**src/rtl/thread_table_scheduler_unit_assert.svh**
```systemverilog
// Assertion helpers used by the scheduler datapath.
`ifndef THREAD_TABLE_SCHEDULER_UNIT_ASSERT_SVH
`define THREAD_TABLE_SCHEDULER_UNIT_ASSERT_SVH

// Consequent must hold in the same cycle as the antecedent.
`define TTS_CHECK_SAME(lbl, ck, rs, ante, cons, msg) \
  lbl: assert property (@(posedge ck) disable iff (rs) (ante) |-> (cons)) else $error(msg);

// Consequent must hold in the cycle after the antecedent.
`define TTS_CHECK_NEXT(lbl, ck, rs, ante, cons, msg) \
  lbl: assert property (@(posedge ck) disable iff (rs) (ante) |=> (cons)) else $error(msg);

`endif

```
**src/rtl/tts_pkg.sv**
```systemverilog
package tts_pkg;

  // Operation codes carried in the kind field
  typedef enum logic [2:0] {
    OP_CREATE    = 3'd0,
    OP_SCHEDULE  = 3'd1,
    OP_YIELD     = 3'd2,
    OP_EXIT      = 3'd3,
    OP_KILL      = 3'd4,
    OP_WAIT      = 3'd5,
    OP_SIGNAL    = 3'd6,
    OP_BROADCAST = 3'd7
  } kind_t;

  // Slot status codes
  localparam logic [2:0] ST_UNUSED   = 3'd0;
  localparam logic [2:0] ST_READY    = 3'd1;
  localparam logic [2:0] ST_RUNNING  = 3'd2;
  localparam logic [2:0] ST_SLEEPING = 3'd3;
  localparam logic [2:0] ST_ZOMBIE   = 3'd4;
  localparam logic [2:0] ST_STOP     = 3'd5;

  // Outcome codes
  localparam logic [1:0] OUT_OK    = 2'd0;
  localparam logic [1:0] OUT_NONE  = 2'd1;
  localparam logic [1:0] OUT_NOCUR = 2'd2;

  typedef struct packed {
    logic [2:0]  kind;
    logic [3:0]  thread_id;
    logic [15:0] wait_tag;
  } in_t;

  typedef struct packed {
    logic [3:0] result_thread;
    logic       found;
    logic [1:0] outcome;
  } out_t;

  // One slot of the thread table
  typedef struct packed {
    logic [2:0]  status;
    logic [7:0]  slice;
    logic [15:0] tag;
  } entry_t;

  // Source of a slot table write
  typedef enum logic [2:0] {
    WSRC_NONE = 3'd0,
    WSRC_SCAN = 3'd1,
    WSRC_CUR  = 3'd2,
    WSRC_PICK = 3'd3,
    WSRC_MOD  = 3'd4
  } wsrc_t;

  // Result to record for the transaction
  typedef enum logic [2:0] {
    RES_OK       = 3'd0,
    RES_NONE     = 3'd1,
    RES_NOCUR    = 3'd2,
    RES_HIT_EVAL = 3'd3,
    RES_HIT_PICK = 3'd4
  } res_t;

  typedef struct packed {
    logic  load;
    logic  scan;
    wsrc_t wr_src;
    logic  res_we;
    res_t  res;
    logic  out_load;
  } cmd_t;

  typedef struct packed {
    logic cur_valid;
    logic kill_ok;
    logic scan_end;
    logic scan_stop;
    logic hit;
    logic out_free;
  } sts_t;

endpackage

```
**src/rtl/tts_ctrl.sv**
```systemverilog
module tts_ctrl (
  input  logic          clk,
  input  logic          rst,
  input  logic          in_valid,
  input  logic [2:0]    in_kind,
  input  tts_pkg::sts_t sts,
  output tts_pkg::cmd_t cmd,
  output logic          in_stall
);

  typedef enum logic [6:0] {
    S_IDLE = 7'b0000001,
    S_SCAN = 7'b0000010,
    S_RD   = 7'b0000100,
    S_WR   = 7'b0001000,
    S_FIX  = 7'b0010000,
    S_PICK = 7'b0100000,
    S_DONE = 7'b1000000
  } state_t;

  state_t          state;
  state_t          state_next;
  tts_pkg::kind_t  op_kind;
  tts_pkg::kind_t  in_op;

  assign in_op    = tts_pkg::kind_t'(in_kind);
  assign in_stall = (state != S_IDLE);

  // Latch the operation of an accepted transaction
  always_ff @(posedge clk) begin
    if (rst) begin
      state   <= S_IDLE;
      op_kind <= tts_pkg::OP_CREATE;
    end else begin
      state <= state_next;
      if (cmd.load) begin
        op_kind <= in_op;
      end
    end
  end

  // Sequence the datapath
  always_comb begin
    state_next   = state;
    cmd.load     = 1'b0;
    cmd.scan     = 1'b0;
    cmd.wr_src   = tts_pkg::WSRC_NONE;
    cmd.res_we   = 1'b0;
    cmd.res      = tts_pkg::RES_OK;
    cmd.out_load = 1'b0;
    unique case (state)
      S_IDLE: begin
        if (in_valid) begin
          cmd.load = 1'b1;
          unique case (in_op)
            tts_pkg::OP_CREATE, tts_pkg::OP_SCHEDULE,
            tts_pkg::OP_SIGNAL, tts_pkg::OP_BROADCAST: begin
              state_next = S_SCAN;
            end
            tts_pkg::OP_YIELD, tts_pkg::OP_EXIT, tts_pkg::OP_WAIT: begin
              if (sts.cur_valid) begin
                state_next = S_RD;
              end else begin
                cmd.res_we = 1'b1;
                cmd.res    = tts_pkg::RES_NOCUR;
                state_next = S_DONE;
              end
            end
            tts_pkg::OP_KILL: begin
              if (sts.kill_ok) begin
                state_next = S_RD;
              end else begin
                cmd.res_we = 1'b1;
                cmd.res    = tts_pkg::RES_NONE;
                state_next = S_DONE;
              end
            end
          endcase
        end
      end
      S_SCAN: begin
        cmd.scan   = 1'b1;
        cmd.wr_src = tts_pkg::WSRC_SCAN;
        if (sts.scan_stop) begin
          cmd.res_we = 1'b1;
          cmd.res    = tts_pkg::RES_HIT_EVAL;
          state_next = S_DONE;
        end else if (sts.scan_end) begin
          if (op_kind == tts_pkg::OP_SCHEDULE && sts.hit) begin
            state_next = S_FIX;
          end else begin
            cmd.res_we = 1'b1;
            cmd.res    = sts.hit ? tts_pkg::RES_HIT_PICK : tts_pkg::RES_NONE;
            state_next = S_DONE;
          end
        end
      end
      S_RD: begin
        state_next = S_WR;
      end
      S_WR: begin
        cmd.wr_src = tts_pkg::WSRC_MOD;
        cmd.res_we = 1'b1;
        cmd.res    = tts_pkg::RES_OK;
        state_next = S_DONE;
      end
      S_FIX: begin
        cmd.wr_src = tts_pkg::WSRC_CUR;
        state_next = S_PICK;
      end
      S_PICK: begin
        cmd.wr_src = tts_pkg::WSRC_PICK;
        cmd.res_we = 1'b1;
        cmd.res    = tts_pkg::RES_HIT_PICK;
        state_next = S_DONE;
      end
      S_DONE: begin
        if (sts.out_free) begin
          cmd.out_load = 1'b1;
          state_next   = S_IDLE;
        end
      end
      default: begin
        state_next = S_IDLE;
      end
    endcase
  end

endmodule

```
**src/rtl/tts_dp.sv**
```systemverilog
`include "thread_table_scheduler_unit_assert.svh"

module tts_dp #(
  parameter int SLOTS = 16
) (
  input  logic            clk,
  input  logic            rst,
  input  tts_pkg::in_t    in_data,
  input  logic            cfg_we,
  input  logic [7:0]      cfg_wdata,
  input  tts_pkg::cmd_t   cmd,
  output tts_pkg::sts_t   sts,
  input  logic            out_stall,
  output logic            out_valid,
  output tts_pkg::out_t   out_data
);

  localparam int IDX_W = $clog2(SLOTS);
  localparam int CNT_W = $clog2(SLOTS + 1);

  // Slot table memory with per-slot valid bits
  tts_pkg::entry_t    mem [SLOTS];
  logic [SLOTS-1:0]   ent_vld;
  tts_pkg::entry_t    mem_q;
  logic               rd_ok;
  tts_pkg::entry_t    rd;

  tts_pkg::kind_t     op_kind;
  logic [3:0]         op_tid;
  logic [15:0]        op_tag;
  logic [7:0]         default_slice;

  logic [CNT_W-1:0]   scan_idx;
  logic [IDX_W-1:0]   eval_idx;
  logic               eval_vld;
  logic [7:0]         best;
  logic [IDX_W-1:0]   pick;
  tts_pkg::entry_t    pick_entry;
  tts_pkg::entry_t    cur_entry;
  logic               hit;
  logic [IDX_W-1:0]   current_slot;
  logic               current_valid;
  tts_pkg::out_t      pend;

  logic [IDX_W-1:0]   target;
  logic [IDX_W-1:0]   rd_addr;
  logic               is_cur_eval;
  logic [2:0]         st_eff;
  logic               sched_better;
  logic               scan_match;
  logic               wr_en;
  logic [IDX_W-1:0]   wr_addr;
  tts_pkg::entry_t    wr_entry;
  logic               scan_more;

  // Slot that yield, exit, wait and kill act on
  assign target  = (op_kind == tts_pkg::OP_KILL) ? IDX_W'(op_tid) : current_slot;
  assign rd_addr = cmd.scan ? scan_idx[IDX_W-1:0] : target;
  assign rd      = rd_ok ? mem_q : '0;

  assign scan_more = (scan_idx != CNT_W'(SLOTS));

  // Evaluate the slot whose data is back from the memory
  always_comb begin
    is_cur_eval  = current_valid && (eval_idx == current_slot);
    st_eff       = rd.status;
    if (op_kind == tts_pkg::OP_SCHEDULE && is_cur_eval &&
        rd.status == tts_pkg::ST_RUNNING) begin
      st_eff = tts_pkg::ST_READY;
    end
    sched_better = (st_eff == tts_pkg::ST_READY) && (rd.slice > best);
    scan_match   = 1'b0;
    if (eval_vld) begin
      if (op_kind == tts_pkg::OP_CREATE) begin
        scan_match = (rd.status == tts_pkg::ST_UNUSED) ||
                     (rd.status == tts_pkg::ST_STOP);
      end else if (op_kind == tts_pkg::OP_SIGNAL || op_kind == tts_pkg::OP_BROADCAST) begin
        scan_match = (rd.status == tts_pkg::ST_SLEEPING) && (rd.tag == op_tag);
      end
    end
  end

  // Status toward the controller
  always_comb begin
    sts.cur_valid = current_valid;
    sts.kill_ok   = (32'(in_data.thread_id) < 32'(SLOTS));
    sts.scan_end  = !eval_vld && !scan_more;
    sts.scan_stop = scan_match && (op_kind != tts_pkg::OP_BROADCAST);
    sts.hit       = hit;
    sts.out_free  = !out_valid || !out_stall;
  end

  // Select the slot table write
  always_comb begin
    wr_en    = 1'b0;
    wr_addr  = eval_idx;
    wr_entry = rd;
    unique case (cmd.wr_src)
      tts_pkg::WSRC_NONE: begin
        wr_en = 1'b0;
      end
      tts_pkg::WSRC_SCAN: begin
        wr_en           = scan_match;
        wr_entry.status = tts_pkg::ST_READY;
        if (op_kind == tts_pkg::OP_CREATE) begin
          wr_entry.slice = default_slice;
        end
      end
      tts_pkg::WSRC_CUR: begin
        wr_en           = current_valid && (cur_entry.status == tts_pkg::ST_RUNNING);
        wr_addr         = current_slot;
        wr_entry        = cur_entry;
        wr_entry.status = tts_pkg::ST_READY;
      end
      tts_pkg::WSRC_PICK: begin
        wr_en           = 1'b1;
        wr_addr         = pick;
        wr_entry        = pick_entry;
        wr_entry.status = tts_pkg::ST_RUNNING;
      end
      tts_pkg::WSRC_MOD: begin
        wr_en   = 1'b1;
        wr_addr = target;
        unique case (op_kind)
          tts_pkg::OP_YIELD: begin
            wr_entry.status = tts_pkg::ST_READY;
            if (rd.slice != 8'd0) begin
              wr_entry.slice = rd.slice - 8'd1;
            end
          end
          tts_pkg::OP_EXIT, tts_pkg::OP_KILL: begin
            wr_entry.status = tts_pkg::ST_ZOMBIE;
          end
          tts_pkg::OP_WAIT: begin
            wr_entry.status = tts_pkg::ST_SLEEPING;
            wr_entry.tag    = op_tag;
          end
          tts_pkg::OP_CREATE, tts_pkg::OP_SCHEDULE,
          tts_pkg::OP_SIGNAL, tts_pkg::OP_BROADCAST: begin
            wr_entry = rd;
          end
        endcase
      end
      default: begin
        wr_en = 1'b0;
      end
    endcase
  end

  // Slot table storage and registered read
  always_ff @(posedge clk) begin
    if (wr_en) begin
      mem[wr_addr] <= wr_entry;
    end
    mem_q <= mem[rd_addr];
  end

  // Control state
  always_ff @(posedge clk) begin
    if (rst) begin
      ent_vld       <= '0;
      rd_ok         <= 1'b0;
      default_slice <= 8'd10;
      scan_idx      <= '0;
      eval_vld      <= 1'b0;
      hit           <= 1'b0;
      current_slot  <= '0;
      current_valid <= 1'b0;
      out_valid     <= 1'b0;
    end else begin
      if (wr_en) begin
        ent_vld[wr_addr] <= 1'b1;
      end
      rd_ok <= ent_vld[rd_addr];
      if (cfg_we) begin
        default_slice <= cfg_wdata;
      end

      // Advance the scan one slot per cycle
      if (cmd.load) begin
        scan_idx <= '0;
        eval_vld <= 1'b0;
        hit      <= 1'b0;
      end else if (cmd.scan) begin
        eval_vld <= scan_more;
        if (scan_more) begin
          scan_idx <= scan_idx + CNT_W'(1);
        end
        if (eval_vld && op_kind == tts_pkg::OP_SCHEDULE && sched_better) begin
          hit <= 1'b1;
        end
        if (scan_match) begin
          hit <= 1'b1;
        end
      end else begin
        eval_vld <= 1'b0;
      end

      // Track the current thread
      if (cmd.wr_src == tts_pkg::WSRC_PICK) begin
        current_slot  <= pick;
        current_valid <= 1'b1;
      end else if (cmd.wr_src == tts_pkg::WSRC_MOD) begin
        if (op_kind != tts_pkg::OP_KILL) begin
          current_valid <= 1'b0;
        end else if (current_slot == target) begin
          current_valid <= 1'b0;
        end
      end

      // Hold the result until taken
      if (cmd.out_load) begin
        out_valid <= 1'b1;
      end else if (!out_stall) begin
        out_valid <= 1'b0;
      end
    end
  end

  // Payload registers
  always_ff @(posedge clk) begin
    if (cmd.load) begin
      op_kind <= tts_pkg::kind_t'(in_data.kind);
      op_tid  <= in_data.thread_id;
      op_tag  <= in_data.wait_tag;
      best    <= 8'd0;
      pick    <= '0;
    end else if (cmd.scan) begin
      eval_idx <= scan_idx[IDX_W-1:0];
      if (eval_vld && op_kind == tts_pkg::OP_SCHEDULE) begin
        if (sched_better) begin
          best       <= rd.slice;
          pick       <= eval_idx;
          pick_entry <= rd;
        end
        if (is_cur_eval) begin
          cur_entry <= rd;
        end
      end
      if (scan_match && !hit) begin
        pick <= eval_idx;
      end
    end

    if (cmd.res_we) begin
      unique case (cmd.res)
        tts_pkg::RES_OK:       pend <= '{4'd0, 1'b0, tts_pkg::OUT_OK};
        tts_pkg::RES_NONE:     pend <= '{4'd0, 1'b0, tts_pkg::OUT_NONE};
        tts_pkg::RES_NOCUR:    pend <= '{4'd0, 1'b0, tts_pkg::OUT_NOCUR};
        tts_pkg::RES_HIT_EVAL: pend <= '{4'(eval_idx), 1'b1, tts_pkg::OUT_OK};
        tts_pkg::RES_HIT_PICK: pend <= '{4'(pick), 1'b1, tts_pkg::OUT_OK};
        default:               pend <= '{4'd0, 1'b0, tts_pkg::OUT_NONE};
      endcase
    end

    if (cmd.out_load) begin
      out_data <= pend;
    end
  end

  `TTS_CHECK_SAME(a_eval_follows_scan, clk, rst, eval_vld, $past(cmd.scan), "slot evaluated outside a scan")
  `TTS_CHECK_SAME(a_cur_from_pick, clk, rst, $rose(current_valid), $past(cmd.wr_src == tts_pkg::WSRC_PICK), "current thread set without a schedule pick")
  `TTS_CHECK_SAME(a_load_when_free, clk, rst, cmd.out_load, !out_valid || !out_stall, "result register overwritten while stalled")

endmodule

```
**src/rtl/thread_table_scheduler_unit.sv**
```systemverilog
// Channel | Direction | Handshake           | Payload
// in      | input     | in_valid/in_stall   | in_data    (kind, thread_id, wait_tag)
// out     | output    | out_valid/out_stall | out_data   (result_thread, found, outcome)
// cfg     | input     | cfg_we              | cfg_wdata  (default_slice)
//
// Create, schedule, signal and broadcast scan one slot per cycle through the single read
// port; schedule then marks the running thread ready and the pick running (S_FIX, S_PICK).
// Yield, exit, wait and kill read then write the slot (S_RD, S_WR); rejects go to S_DONE.
// One transaction is in work at a time; a waiting result does not hold the next one back,
// but a stalled output holds the block once its next result is ready.
// rst is synchronous: table unused, slices and tags zero, no current thread, slice 10.
module thread_table_scheduler_unit #(
  parameter int SLOTS = 16
) (
  input  logic          clk,
  input  logic          rst,
  input  logic          in_valid,
  output logic          in_stall,
  input  tts_pkg::in_t  in_data,
  output logic          out_valid,
  input  logic          out_stall,
  output tts_pkg::out_t out_data,
  input  logic          cfg_we,
  input  logic [7:0]    cfg_wdata
);

  tts_pkg::cmd_t cmd;
  tts_pkg::sts_t sts;

  tts_ctrl u_ctrl (
    .clk      (clk),
    .rst      (rst),
    .in_valid (in_valid),
    .in_kind  (in_data.kind),
    .sts      (sts),
    .cmd      (cmd),
    .in_stall (in_stall)
  );

  tts_dp #(
    .SLOTS (SLOTS)
  ) u_dp (
    .clk       (clk),
    .rst       (rst),
    .in_data   (in_data),
    .cfg_we    (cfg_we),
    .cfg_wdata (cfg_wdata),
    .cmd       (cmd),
    .sts       (sts),
    .out_stall (out_stall),
    .out_valid (out_valid),
    .out_data  (out_data)
  );

endmodule
```
**config.mk**
```make
export PLATFORM = sky130hd
export DESIGN_NAME = thread_table_scheduler_unit
export DESIGN_NICKNAME = d
export VERILOG_FILES = /design/src/rtl/tts_pkg.sv /design/src/rtl/tts_ctrl.sv /design/src/rtl/tts_dp.sv /design/src/rtl/thread_table_scheduler_unit.sv
export VERILOG_INCLUDE_DIRS = /design/src /design/src/rtl
export SDC_FILE = /design/constraint.sdc
export NUM_CORES = 1
export LEC_CHECK = 0
export BUFFER_PORTS_ARGS = -buffer_cell sky130_fd_sc_hd__buf_2
export CORE_MARGIN = 2
export CORE_UTILIZATION = 55
export CTS_CLUSTER_SIZE = 14
export DETAILED_ROUTE_END_ITERATION = 10
export PLACE_DENSITY = 0.79
export SYNTH_ARGS = -nofsm -noshare
export SYNTH_HDL_FRONTEND = slang
export SYNTH_HIERARCHICAL = 1
export SYNTH_SLANG_ARGS = --single-unit
```
**constraint.sdc**
```tcl
create_clock -name clk -period 4.7 [get_ports clk]
set_input_delay 0.235 -clock clk [delete_from_list [all_inputs] [get_ports clk]]
set_output_delay 0.235 -clock clk [all_outputs]
set_load 0.05 [all_outputs]
```
==> flow_metrics.py <==
metrics = {
    "power": {
        "clkPwrFrac_pct": 39.6,
        "combPwrFrac_pct": 8.7,
        "power_density_nw_per_um2": 400,
        "ir_worst_vdd_v": 0.000319,
        "power.leakage_uw": 0.00987,
        "p_int_uw": 9100,
        "p_sw_uw": 2750,
        "seq_power_share_pct": 51.8,
        "total_power_uw": 11800,
        "p_sw_share_pct": 23.2,
    },
    "cts": {
        "ctsHtreeMaxLevel": 2,
        "postCtsSetupBuffers": 0,
        "clockRootBuffer": "clkbuf_16",
        "clk_latency_ns": 0.63,
        "cts_tree": "yes",
        "path_clk_slew_ns": 0.06,
        "cts-resized-gates": 0,
        "cts_buffer_depth": 3,
        "cts_sinks": 611,
        "cts_buffers": 57,
    },
    "yosys": {
        "syn_area_sq_um": 26100,
        "yosysWarnings": 6,
        "async_flop_share_pct": 0,
        "synth_edf_count": 524,
        "synth_fp_nets": 1956,
        "syn_inst": 1908,
        "seq_area_frac_synth_pct": 66.9,
        "synth_cell_types": 96,
        "synth_top_area_cell": "edfxtp_1",
        "synth_flop_cell": "edfxtp_1",
        "syn_avg_cell_area_sq_um": 13.7,
        "yosys_register_bits": 611,
        "ys_top_cells_by_area": "edfxtp_1 (60%), dfxtp_1 (6.7%), mux2i_1 (4.1%), mux2_2 (3.7%), nand3_1 (2.7%)",
        "synthDominantCellAreaShare_pct": 60.3,
    },
    "place": {
        "place_hpwl_mm": 38.5,
        "preCtsSetupSlack_ns": 0.602,
        "gp_congestion": 0.949,
        "io_buffers": 44,
        "dp_cells": 2512,
    },
    "detailed_routing": {
        "drt_iter0_drc": 2054,
        "dr.pass1.iters": 7,
        "vias": 17100,
        "drt_wl_total_mm": 63.2,
        "vias_per_cell": 6.43,
        "routedWlPerCell_um": 23.8,
        "drc": 0,
        "ant_nets": 0,
    },
    "layout": {
        "multi_input_area_sq_um": 8060,
        "fillers": 3241,
        "layout-drive-gt1-share_pct": 17.6,
        "antennaDiodeCount": 0,
        "regArea_sq_um": 17500,
        "finalNetCount": 2045,
        "final_cells": 2653,
        "area_delta_synth_final_pct": 13.4,
    },
    "timing": {
        "finalSetupTns_ns": 0,
        "fin_crit_sh_pct": 89.5,
        "worst_pin_slew_ns": 1.39,
        "rsz0062_at_grt": "no",
        "hold_viol": 0,
        "maxSlewHeadroom_pct": 7.51,
        "clock_skew_ns": 0.0396,
        "final.setup.worst_slack_ns": 0.493,
        "finalCriticalPeriod_ns": 4.21,
        "setup_viol": 0,
        "fmax_mhz": 238,
        "slew_violations": 0,
    },
    "critical_path": {
        "cp_max_fo": 27,
        "end_kind": "register",
        "worstPathRequired_ns": 4.97,
        "start_kind": "register",
        "crit_type": "register to register",
        "critPathArrivalTime_ns": 4.47,
    },
    "floorplan": {
        "core_area_sq_um": 46700,
        "pin_count": 45,
        "initial_core_util_pct": 56.0,
        "fp.dieH_um": 222,
        "die-area_sq_um": 49200,
        "die_w_um": 222,
        "fp-row-count": 79,
    },
    "status": {
        "status": "finished, final reports clean",
    },
    "run": {
        "drv_cap": 0,
    },
    "global_route": {
        "gr-total-overflow": 0,
        "grt.total_usage_pct": 25.5,
        "grt_pass1_vias": 16900,
        "grt_pass1_wl_mm": 96.6,
        "grt_max_degree": 80,
        "grt_antenna_before_repair": 0,
    },
    "worst_hold_path": {
        "hold_path_class": "primary input to register",
    },
}
[metrics by stage]
step | utilization, % | hold slack [ns] | instance area [sq um]
floorplan | - | 0.334 | 26100
global placement | 58.6 | 0.402 | 27300
detailed placement | 58.6 | 0.415 | 27300
CTS | 63.4 | 0.00440 | 29600
global route | 63.4 | 0.0375 | 29600
finish | 63.4 | 0.0437 | 29600
[layout by cell type (no fill, tap or decap), types with 11 or more instances in the layout]
cell	n
dlygate4sd3_1	32
clkbuf_8	14
a211oi_1	22
nor2_1	64
mux2i_1	108
nor2b_1	20
inv_1	40
a21oi_1	119
nand3_1	140
ha_1	12
xor2_1	11
and2_1	20
mux2_2	86
buf_2	44
a22oi_1	29
nand2_1	78
nand4_1	11
nor3_1	12
nand2b_1	19
a2111oi_0	27
xnor2_1	15
o22a_1	26
dfxtp_1	87
clkbuf_16	58
o21ai_0	104
edfxtp_1	524
buf_4	76
[synth_stat cells (6+ instances only)]
cell	count
edfxtp_1	524
o32ai_1	6
a211oi_1	22
nand2b_1	20
nor4b_1	9
a2111oi_0	27
clkbuf_1	70
o22ai_1	8
a31oi_1	7
and2_1	20
o21ai_0	104
nand3_1	140
buf_2	33
buf_1	8
o2bb2ai_1	10
nor2_1	72
inv_1	40
and3_1	6
nand4b_1	7
o221ai_1	8
nand4_1	11
mux2_2	86
nor3_1	22
nand2_1	79
xor2_1	11
nor2b_1	21
nor3b_1	13
ha_1	12
a21oi_1	119
o31ai_1	8
buf_4	11
a22oi_1	29
o22a_1	26
or2_2	6
dfxtp_1	87
xnor2_1	15
mux2i_1	108
[worst paths after layout]
check	end	cells past startpoint	slack, ns	startpoint
setup reg to reg	u_dp/mem[13][11]	10	0.49	u_ctrl/state[6]
setup / recovery	u_dp/mem[13][11]	10	0.49	u_ctrl/state[6]
hold reg to reg	u_dp/out_data[1]	0	0.43	u_dp/pend[1]
hold / removal	u_dp/default_slice[1]	3	0.04	cfg_we
[flip-flops by register name (all words and copies together), names as in the netlist]
| register | cells |
|---|---|
| u_dp/current_valid | 1 |
| u_dp/op_tid | 4 |
| u_dp/op_kind | 3 |
| u_dp/ent_vld | 16 |
| u_dp/eval_vld | 1 |
| u_dp/mem_q | 27 |
| u_dp/op_tag | 16 |
| u_dp/default_slice | 8 |
| u_dp/best | 8 |
| u_dp/pend | 7 |
| u_dp/scan_idx | 5 |
| u_dp/mem | 432 |
| u_dp/out_valid | 1 |
| u_ctrl/op_kind | 3 |
| u_dp/pick_entry | 24 |
| u_dp/pick | 4 |
| u_dp/out_data | 7 |
| u_dp/hit | 1 |
| u_dp/rd_ok | 1 |
| u_ctrl/state | 7 |
| u_dp/current_slot | 4 |
| u_dp/cur_entry | 27 |
| u_dp/eval_idx | 4 |
[what timing repair did]
action,CTS,global route
hold endpoints to repair,35,0
endpoints found under the setup margin,0,0
hold buffers,32,0
[power by group through the flow]
stage / clock [uW] / sequential [uW] / combinational, uW
floorplan: 0 / 6170 / 710
global placement: 0 / 6240 / 944
detailed placement: 0 / 6240 / 979
CTS: 4730 / 6130 / 1010
global route: 4970 / 6140 / 1100
finish: 4690 / 6130 / 1030
[layout make-up]
class	instances	share of cell area, %
multi-input combinational	1129	27.2
sequential	611	59.1
clock buffer	81	5.67
inverter	42	0.541
clock inverter	27	0.901
tap	607	2.57
timing repair buffer	156	4.02
[critical path: stages, from the launching register on]
cell and delay (ns):
dfxtp_1 0.43, nor3_1 0.54, nand4b_1 0.30, nand2b_2 0.40, or3b_1 0.34, o21ai_1 0.16, or2_2 0.36, a2111oi_2 0.59
nand2_1 0.19, nor2_4 0.11, buf_4 0.44
[kinds of logic (layout without fill, tap and decap cells)]
kind of cell / Yosys count / in the layout / share of synthesized area [%]
other: 1 / 1 / 0.0144
buffers and inverters: 168 / 306 / 2.86
XOR/XNOR: 26 / 26 / 0.872
AND/OR/NAND/NOR: 457 / 457 / 9.28
AO/OA/AOI/OAI: 435 / 435 / 11.3
flip-flops: 611 / 611 / 66.9
multiplexers: 198 / 198 / 8.17
adder cells (fa/ha/maj): 12 / 12 / 0.575
[metal layers]
metal,part of all wire (%),global-route usage [%],wire length (um)
met1,38,33.4,24100
met2,48,42.5,30600
met3,9.6,4.53,6080
met4,3.8,10.5,2430
met5,0,0,0
No activity file was read; power rests on OpenSTA's default activity.
